<file path="config.mk">
export PLATFORM = sky130hd
export DESIGN_NAME = two_axis_pi_tracker_with_height_hold_core
export DESIGN_NICKNAME = d
export VERILOG_FILES = /design/src/rtl/tapt_pkg.sv /design/src/rtl/tapt_law.sv /design/src/rtl/two_axis_pi_tracker_with_height_hold_core.sv
export SDC_FILE = /design/constraint.sdc
export NUM_CORES = 2
export LEC_CHECK = 0
export ABC_CLOCK_PERIOD_IN_PS = 16300
export BUFFER_PORTS_ARGS = -buffer_cell sky130_fd_sc_hd__buf_2
export CORE_MARGIN = 2
export CORE_UTILIZATION = 38
export CTS_BUF_LIST = sky130_fd_sc_hd__clkbuf_2
export DETAILED_ROUTE_END_ITERATION = 12
export PLACE_DENSITY = 0.57
export SLEW_MARGIN = 10
export SYNTH_ARGS = -nofsm -noshare
export SYNTH_HDL_FRONTEND = slang
export SYNTH_HIERARCHICAL = 1
export SYNTH_SLANG_ARGS = --single-unit
</file>
<file path="constraint.sdc">
create_clock -name i_clk -period 16.3 [get_ports i_clk]
set_clock_uncertainty 0.1 [all_clocks]
set_input_delay 1.63 -clock i_clk [delete_from_list [all_inputs] [get_ports i_clk]]
set_output_delay 1.63 -clock i_clk [all_outputs]
set_load 0.01 [all_outputs]
</file>
<file path="src/rtl/tapt_pkg.sv">
// Shared types, codes and saturation helpers for the two-axis PI tracker.
// No dependencies; used by tapt_law and the top level.
`default_nettype none

package tapt_pkg;

    localparam int TICK_W          = 16;
    localparam int TIMEOUT_DEFAULT = 100;
    localparam int PIX_W           = 10;
    localparam int ALT_W           = 24;
    localparam int SUM_W           = 24;
    localparam int GAIN_W          = 16;
    localparam int DRIVE_W         = 32;
    localparam int ACC_W           = 41;
    localparam int CFG_IDX_W       = 3;
    localparam int CFG_DATA_W      = 16;

    // event kinds
    localparam logic [1:0] CMD_CAMERA = 2'd0;
    localparam logic [1:0] CMD_BARO   = 2'd1;
    localparam logic [1:0] CMD_TICK   = 2'd2;
    localparam logic [1:0] CMD_NONE   = 2'd3;

    // register indexes
    localparam logic [CFG_IDX_W-1:0] REG_TARGET_X    = 3'd0;
    localparam logic [CFG_IDX_W-1:0] REG_TARGET_Y    = 3'd1;
    localparam logic [CFG_IDX_W-1:0] REG_GAIN_PX     = 3'd2;
    localparam logic [CFG_IDX_W-1:0] REG_GAIN_IX     = 3'd3;
    localparam logic [CFG_IDX_W-1:0] REG_GAIN_P_UP   = 3'd4;
    localparam logic [CFG_IDX_W-1:0] REG_GAIN_P_DOWN = 3'd5;
    localparam logic [CFG_IDX_W-1:0] REG_GAIN_IY     = 3'd6;
    localparam logic [CFG_IDX_W-1:0] REG_GAIN_HOLD   = 3'd7;

    localparam logic [PIX_W-1:0] TARGET_X_RESET = 10'd320;
    localparam logic [PIX_W-1:0] TARGET_Y_RESET = 10'd240;

    typedef struct packed {
        logic [PIX_W-1:0]         target_x;
        logic [PIX_W-1:0]         target_y;
        logic signed [GAIN_W-1:0] gain_px;
        logic signed [GAIN_W-1:0] gain_ix;
        logic signed [GAIN_W-1:0] gain_p_up;
        logic signed [GAIN_W-1:0] gain_p_down;
        logic signed [GAIN_W-1:0] gain_iy;
        logic signed [GAIN_W-1:0] gain_hold;
    } t_cfg;

    function automatic logic signed [SUM_W-1:0] sat_sum(input logic signed [SUM_W:0] v);
        logic signed [SUM_W-1:0] r;
        if (v[SUM_W] != v[SUM_W-1]) begin
            r = v[SUM_W] ? {1'b1, {(SUM_W-1){1'b0}}} : {1'b0, {(SUM_W-1){1'b1}}};
        end else begin
            r = v[SUM_W-1:0];
        end
        return r;
    endfunction

    function automatic logic signed [DRIVE_W-1:0] sat_drive(
        input logic signed [ACC_W-1:0] v
    );
        logic signed [DRIVE_W-1:0] r;
        logic                      all_one;
        logic                      all_zero;
        all_one  = &v[ACC_W-1:DRIVE_W-1];
        all_zero = ~|v[ACC_W-1:DRIVE_W-1];
        if (all_one || all_zero) begin
            r = v[DRIVE_W-1:0];
        end else if (v[ACC_W-1]) begin
            r = {1'b1, {(DRIVE_W-1){1'b0}}};
        end else begin
            r = {1'b0, {(DRIVE_W-1){1'b1}}};
        end
        return r;
    endfunction

endpackage

`default_nettype wire

</file>
<file path="src/rtl/tapt_law.sv">
// Control law for one tick: horizontal PI, vertical PI or height hold,
// integrator and drive saturation. Combinational; depends on tapt_pkg.
`default_nettype none

module tapt_law (
    input  var tapt_pkg::t_cfg                            i_cfg,
    input  wire                                           i_hold,
    input  wire        [tapt_pkg::PIX_W-1:0]              i_pixel_x,
    input  wire        [tapt_pkg::PIX_W-1:0]              i_pixel_y,
    input  wire signed [tapt_pkg::ALT_W-1:0]              i_altitude,
    input  wire signed [tapt_pkg::ALT_W-1:0]              i_goal,
    input  wire signed [tapt_pkg::SUM_W-1:0]              i_sum_x,
    input  wire signed [tapt_pkg::SUM_W-1:0]              i_sum_y,
    output logic signed [tapt_pkg::SUM_W-1:0]             o_sum_x,
    output logic signed [tapt_pkg::SUM_W-1:0]             o_sum_y,
    output logic signed [tapt_pkg::DRIVE_W-1:0]           o_vertical_drive,
    output logic signed [tapt_pkg::DRIVE_W-1:0]           o_yaw_drive
);
    import tapt_pkg::*;

    localparam int ERR_W  = PIX_W + 1;
    localparam int PP_W   = ERR_W + GAIN_W;
    localparam int PI_W   = SUM_W + GAIN_W;
    localparam int MAG_W  = ALT_W + 1;
    localparam int DIFF_W = ALT_W + 2;
    localparam int HQ_W   = DIFF_W - 8;
    localparam int PH_W   = HQ_W + GAIN_W;

    logic signed [ERR_W-1:0]  ex;
    logic signed [ERR_W-1:0]  ey;
    logic signed [SUM_W-1:0]  sum_x_n;
    logic signed [SUM_W-1:0]  sum_y_n;
    logic signed [PP_W-1:0]   prod_px;
    logic signed [PI_W-1:0]   prod_ix;
    logic signed [GAIN_W-1:0] gain_py;
    logic signed [PP_W-1:0]   prod_py;
    logic signed [PI_W-1:0]   prod_iy;
    logic signed [MAG_W-1:0]  alt_e;
    logic signed [MAG_W-1:0]  goal_e;
    logic signed [MAG_W-1:0]  mag_alt;
    logic signed [MAG_W-1:0]  mag_goal;
    logic signed [DIFF_W-1:0] diff;
    logic signed [DIFF_W-1:0] diff_q;
    logic signed [HQ_W-1:0]   err_h;
    logic signed [PH_W-1:0]   prod_h;
    logic signed [ACC_W-1:0]  lr;
    logic signed [ACC_W-1:0]  ud;

    assign ex = signed'({1'b0, i_cfg.target_x}) - signed'({1'b0, i_pixel_x});
    assign ey = signed'({1'b0, i_pixel_y}) - signed'({1'b0, i_cfg.target_y});

    assign sum_x_n = sat_sum(signed'({i_sum_x[SUM_W-1], i_sum_x})
                             + signed'((SUM_W+1)'({{(SUM_W+1-ERR_W){ex[ERR_W-1]}}, ex})));
    assign sum_y_n = sat_sum(signed'({i_sum_y[SUM_W-1], i_sum_y})
                             + signed'((SUM_W+1)'({{(SUM_W+1-ERR_W){ey[ERR_W-1]}}, ey})));

    assign prod_px = ex * i_cfg.gain_px;
    assign prod_ix = sum_x_n * i_cfg.gain_ix;
    assign lr      = ACC_W'(prod_px) + ACC_W'(prod_ix);

    assign gain_py = ey[ERR_W-1] ? i_cfg.gain_p_up : i_cfg.gain_p_down;
    assign prod_py = ey * gain_py;
    assign prod_iy = sum_y_n * i_cfg.gain_iy;

    // height error: magnitude difference, truncated toward zero to whole metres
    assign alt_e    = {i_altitude[ALT_W-1], i_altitude};
    assign goal_e   = {i_goal[ALT_W-1], i_goal};
    assign mag_alt  = alt_e[MAG_W-1] ? -alt_e : alt_e;
    assign mag_goal = goal_e[MAG_W-1] ? -goal_e : goal_e;
    assign diff     = DIFF_W'(mag_alt) - DIFF_W'(mag_goal);
    assign diff_q   = diff[DIFF_W-1] ? ((diff + DIFF_W'(255)) >>> 8) : (diff >>> 8);
    assign err_h    = diff_q[HQ_W-1:0];
    assign prod_h   = err_h * i_cfg.gain_hold;

    assign ud = i_hold ? ACC_W'(prod_h) : (ACC_W'(prod_py) + ACC_W'(prod_iy));

    assign o_sum_x          = sum_x_n;
    assign o_sum_y          = i_hold ? i_sum_y : sum_y_n;
    assign o_yaw_drive      = sat_drive(lr);
    assign o_vertical_drive = sat_drive(ud);

endmodule

`default_nettype wire

</file>
<file path="src/rtl/two_axis_pi_tracker_with_height_hold_core.sv">
// Two-axis PI tracker with height hold, top level. Depends on tapt_pkg, tapt_law.
// An accepted tick passes the input register, then one compute stage into the
// result register. Throughput: one item per cycle, except that a tick waits
// while the result register is held; the compute stage reads and updates the
// integrators in the same cycle. Reset (synchronous, active low) restores the
// register defaults, clears all tracking state and empties both stages.
`default_nettype none

module two_axis_pi_tracker_with_height_hold_core #(
    parameter int unsigned TIMEOUT_TICKS = tapt_pkg::TIMEOUT_DEFAULT
) (
    input  wire                                     i_clk,
    input  wire                                     i_rst_n,
    input  wire                                     i_cfg_we,
    input  wire        [tapt_pkg::CFG_IDX_W-1:0]    i_cfg_index,
    input  wire        [tapt_pkg::CFG_DATA_W-1:0]   i_cfg_data,
    input  wire                                     i_in_valid,
    output logic                                    o_in_stall,
    input  wire        [1:0]                        i_command,
    input  wire        [tapt_pkg::PIX_W-1:0]        i_pixel_x,
    input  wire        [tapt_pkg::PIX_W-1:0]        i_pixel_y,
    input  wire signed [tapt_pkg::ALT_W-1:0]        i_altitude,
    output logic                                    o_out_valid,
    input  wire                                     i_out_stall,
    output logic signed [tapt_pkg::DRIVE_W-1:0]     o_vertical_drive,
    output logic signed [tapt_pkg::DRIVE_W-1:0]     o_yaw_drive,
    output logic                                    o_hold_mode
);
    import tapt_pkg::*;

    t_cfg                      r_cfg;

    logic                      r_in_valid;
    logic [1:0]                r_cmd;
    logic [PIX_W-1:0]          r_in_px;
    logic [PIX_W-1:0]          r_in_py;
    logic signed [ALT_W-1:0]   r_in_alt;

    logic [PIX_W-1:0]          r_last_px;
    logic [PIX_W-1:0]          r_last_py;
    logic signed [ALT_W-1:0]   r_last_alt;
    logic signed [ALT_W-1:0]   r_goal;
    logic signed [SUM_W-1:0]   r_sum_x;
    logic signed [SUM_W-1:0]   r_sum_y;
    logic [TICK_W-1:0]         r_ticks;

    logic                      r_out_valid;
    logic signed [DRIVE_W-1:0] r_vdrive;
    logic signed [DRIVE_W-1:0] r_ydrive;
    logic                      r_hold;

    logic                      out_free;
    logic                      is_tick;
    logic                      s1_fire;
    logic [TICK_W-1:0]         n_ticks;
    logic                      hold;
    logic signed [SUM_W-1:0]   n_sum_x;
    logic signed [SUM_W-1:0]   n_sum_y;
    logic signed [DRIVE_W-1:0] n_vdrive;
    logic signed [DRIVE_W-1:0] n_ydrive;

    assign out_free   = !r_out_valid || !i_out_stall;
    assign is_tick    = (r_cmd == CMD_TICK);
    // items without a result retire even while the result register is held
    assign s1_fire    = r_in_valid && (!is_tick || out_free);
    assign o_in_stall = r_in_valid && !s1_fire;

    assign n_ticks = (r_ticks == {TICK_W{1'b1}}) ? r_ticks : r_ticks + 1'b1;
    assign hold    = n_ticks > TICK_W'(TIMEOUT_TICKS);

    tapt_law u_law (
        .i_cfg            (r_cfg),
        .i_hold           (hold),
        .i_pixel_x        (r_last_px),
        .i_pixel_y        (r_last_py),
        .i_altitude       (r_last_alt),
        .i_goal           (r_goal),
        .i_sum_x          (r_sum_x),
        .i_sum_y          (r_sum_y),
        .o_sum_x          (n_sum_x),
        .o_sum_y          (n_sum_y),
        .o_vertical_drive (n_vdrive),
        .o_yaw_drive      (n_ydrive)
    );

    always_ff @(posedge i_clk) begin
        if (!i_rst_n) begin
            r_cfg.target_x    <= TARGET_X_RESET;
            r_cfg.target_y    <= TARGET_Y_RESET;
            r_cfg.gain_px     <= '0;
            r_cfg.gain_ix     <= '0;
            r_cfg.gain_p_up   <= '0;
            r_cfg.gain_p_down <= '0;
            r_cfg.gain_iy     <= '0;
            r_cfg.gain_hold   <= '0;
        end else if (i_cfg_we) begin
            case (i_cfg_index)
                REG_TARGET_X:    r_cfg.target_x    <= i_cfg_data[PIX_W-1:0];
                REG_TARGET_Y:    r_cfg.target_y    <= i_cfg_data[PIX_W-1:0];
                REG_GAIN_PX:     r_cfg.gain_px     <= i_cfg_data;
                REG_GAIN_IX:     r_cfg.gain_ix     <= i_cfg_data;
                REG_GAIN_P_UP:   r_cfg.gain_p_up   <= i_cfg_data;
                REG_GAIN_P_DOWN: r_cfg.gain_p_down <= i_cfg_data;
                REG_GAIN_IY:     r_cfg.gain_iy     <= i_cfg_data;
                REG_GAIN_HOLD:   r_cfg.gain_hold   <= i_cfg_data;
                default: begin
                end
            endcase
        end
    end

    // input register
    always_ff @(posedge i_clk) begin
        if (!i_rst_n) begin
            r_in_valid <= 1'b0;
        end else if (!o_in_stall) begin
            r_in_valid <= i_in_valid;
        end
    end

    always_ff @(posedge i_clk) begin
        if (!o_in_stall && i_in_valid) begin
            r_cmd    <= i_command;
            r_in_px  <= i_pixel_x;
            r_in_py  <= i_pixel_y;
            r_in_alt <= i_altitude;
        end
    end

    // tracking state
    always_ff @(posedge i_clk) begin
        if (!i_rst_n) begin
            r_last_px  <= '0;
            r_last_py  <= '0;
            r_last_alt <= '0;
            r_goal     <= '0;
            r_sum_x    <= '0;
            r_sum_y    <= '0;
            r_ticks    <= '0;
        end else if (s1_fire) begin
            case (r_cmd)
                CMD_CAMERA: begin
                    r_last_px <= r_in_px;
                    r_last_py <= r_in_py;
                    r_ticks   <= '0;
                    r_goal    <= r_last_alt;
                end
                CMD_BARO: begin
                    r_last_alt <= r_in_alt;
                end
                CMD_TICK: begin
                    r_ticks <= n_ticks;
                    r_sum_x <= n_sum_x;
                    r_sum_y <= n_sum_y;
                end
                default: begin
                end
            endcase
        end
    end

    // result register
    always_ff @(posedge i_clk) begin
        if (!i_rst_n) begin
            r_out_valid <= 1'b0;
        end else if (s1_fire && is_tick) begin
            r_out_valid <= 1'b1;
        end else if (!i_out_stall) begin
            r_out_valid <= 1'b0;
        end
    end

    always_ff @(posedge i_clk) begin
        if (s1_fire && is_tick) begin
            r_vdrive <= n_vdrive;
            r_ydrive <= n_ydrive;
            r_hold   <= hold;
        end
    end

    assign o_out_valid      = r_out_valid;
    assign o_vertical_drive = r_vdrive;
    assign o_yaw_drive      = r_ydrive;
    assign o_hold_mode      = r_hold;

endmodule

`default_nettype wire
</file>
==> results by group <==
Yosys
  • Most used DFF post-synth: dfxtp_1
  • Ys async rst share: 0%
  • Warning count from the yosys run: 6
  • Most frequent cells after synthesis: inv_1, fa_1, nand2_1
  • Post-Syn Instances: 8205
  • Net Count, Synth: 10224
  • Mapped cell area: ~73000 sq um
  • Number of synthesized flops with an enable pin: between 100 and 150
  • Sequential area share after synthesis: a little under an eighth
  • Top cells by area, synth: fa_1, inv_1, nand2_1
  • Distinct cells, synth: slightly above 90
  • Most common cell in the netlist: inv_1
  • Flops & latches, synth: 361
  • Syn_area_per_cell: 8.93 sq um
  • Top-area cell type share of the netlist area: approximately two fifths
  • Cell taking the most area after synthesis: fa_1

Job
  • Max Cap Violations: 0

Timing
  • Worst-margin pin slew: 1280 ps
  • Final Cycle Share: roughly 93%
  • Fmax: around 66 MHz
  • RSZ-0062 raised after global routing: no
  • Final WS setup: between 1000 and 1500 ps
  • Final Hold Fails: 0
  • Worst rel slew slack: between 10% and 20%
  • Minimum clock period: ~15000 ps
  • Worst hold-check slack: roughly 300 ps
  • Pins Over Slew Limit: 0
  • Final setup viols: 0
  • Final setup TNS: 0 ps

Clock network
  • H-tree depth reported by CTS: 3
  • Hold Buf Count CTS: 0
  • Clock sinks: 361
  • Clock-pin slew on the worst setup and hold paths: 100 ps
  • Clk Latency, worst-skew pair: between 1000 and 1500 ps
  • CTS buffer count: between 100 and 150
  • CTS tree: built
  • Post-CTS Setup Inserts: 0
  • Root Buffer: clkbuf_2
  • CTS Buffer Depth: 3

Critical path
  • Cell family contributing the most delay on the critical path: compound AO/OA/AOI/OAI gates
  • CP arrival: roughly 16000 ps
  • Type of origin of the critical path: flop
  • Critical Path Sink Type: flop
  • Slowest stage delay, CP: approximately 920 ps
  • Crit path kind: flop to flop
  • CP bufs+invs: 8
  • Worst endpoint required time: between 15000 and 20000 ps
  • Crit-path max FO: 31
  • Top cell by count, worst path: fa_1
  • Critical path's slowest cell: ha_1

Drt
  • Detailed Route WL: between 200 and 250 mm
  • Initial DRC Count: between 3000 and 4000
  • Routed Antenna Nets: 0
  • First-pass DRT Iterations: 5
  • Vias: around 56000
  • Residual DRC: 0
  • WL/cell: 19.7 microns
  • Via/cell ratio: between 5 and 6

Worst hold path
  • Hold Crit Class: input port to flop

GRT
  • Largest net degree at the start of global routing: 101
  • Number of global-route vias before repair: around 60000
  • Global-route wire length before repair: approximately 340 mm
  • GR Overflow Total: 0
  • Initial antenna violation count: 14
  • GR Util All Layers: 22.2%

Die
  • Die Span Y: between 400 and 500 microns
  • Initial Utilization: a little under two fifths
  • Rows: 161
  • Number of I/O pins: around 140
  • Die Footprint: 196000 sq um
  • Chip width: 443 microns
  • Core Area: 192000 sq um

Placed design
  • Buffers on Ports: roughly 140
  • Hpwl dp: between 150 and 200 mm
  • Pre-CTS setup slack: between 1000 and 1500 ps
  • Gpl congestion: a little under 0.9
  • Placed cell area: 76900 sq um

Finish
  • Design area: approximately 80000 sq um
  • Share of cells above drive strength 1: under 10%
  • Layout area overhead: 6.32%
  • Nets: between 10000 and 15000

Run status
  • Status: completed
## worst register-to-register path, delay by kind of cell (launching register included)
kind | cells | cell delay (ps)
compound gates | 23 | 6630
xor+xnor | 2 | 450
fa+ha+maj | 12 | 5520
buf+inv | 8 | 1160
flops | 1 | 320
simple gates | 5 | 770
## logic make-up (layout without fill, tap and decap cells)
kind of cell | count (synthesis) | in the layout | share of synthesized area [%]
adders and majority gates | 1949 | 1949 | 48.8
AOI/OAI and AO/OA | 1093 | 1093 | 10.0
muxes | 54 | 54 | 0.806
buffers and inverters | 2002 | 2078 | 10.3
DFF | 361 | 361 | 11.4
xor gates and xnor gates | 238 | 238 | 2.84
other | 2 | 10 | 0.0102
and+or+nand+nor | 2506 | 2506 | 15.8
## stage by stage
stage               util, %  cells
floorplan                 -   8205
global placement       40.0  10616
detailed placement     40.0  10618
CTS                    40.5  10807
global route           40.5  10812
finish                 40.5  10815
## cell usage in the layout (no fill, tap or decap), types with 135 or more instances in the layout
master and count:
nor2_1 181, fa_1 1519, dfxtp_1 250, buf_2 136, clkbuf_2 152, and2_1 392, buf_4 135, o21ai_0 175
xnor2_1 149, nand2_1 1435, ha_1 430, a21oi_1 198, a21boi_0 246, inv_1 1613
## sequential cells by signal, summed over array words and instances, names as in the netlist
name              cells
r_last_px            10
r_cmd                 2
r_sum_y              24
r_cfg               116
r_ticks              16
r_last_py            10
r_in_alt             24
o_yaw_drive          32
r_goal               24
o_out_valid           1
o_hold_mode           1
o_vertical_drive     32
r_in_py              10
r_last_alt           24
r_in_valid            1
r_sum_x              24
r_in_px              10
## final timing paths
path                                            startpoint                        end  slack, ps  cells after the start
worst max register to register     r_cfg[106]$_SDFFE_PN0P_  o_yaw_drive[27]$_DFFE_PP_       1140                     50
worst min register to register  r_last_alt[9]$_SDFFE_PN0P_     r_goal[9]$_SDFFE_PN0P_        330                      2
worst min-delay path                        i_altitude[20]     r_in_alt[20]$_DFFE_PP_        300                      1
worst max-delay path               r_cfg[106]$_SDFFE_PN0P_  o_yaw_drive[27]$_DFFE_PP_       1140                     50
## final cells by class
cell class,count,area [sq um]
Timing Repair Buffer,273,1720
Multi-Input combinational cell,5842,57600
Inverter,1616,6070
Antenna cell,8,20.0
Clock buffer,152,761
Tap cell,2526,3160
Sequential cell,361,8340
Fill cell,19354,114000
Clock inverter,37,228
## repair_timing
| action | in CTS | in global routing |
|---|---|---|
| setup endpoints to repair | 0 | 31 |
| endpoints found under the hold margin | 0 | 0 |
| gates resized for setup | 0 | 1 |
## per-layer routing
layer  GRT usage [%]  wire, microns
met5               0              9
met4            7.08           6730
met3            2.69          11800
met2            37.4         103000
met1            29.8          91300
Power is not shown: default switching activity piles up to over one toggle a cycle in this logic, so the estimate is an artifact.
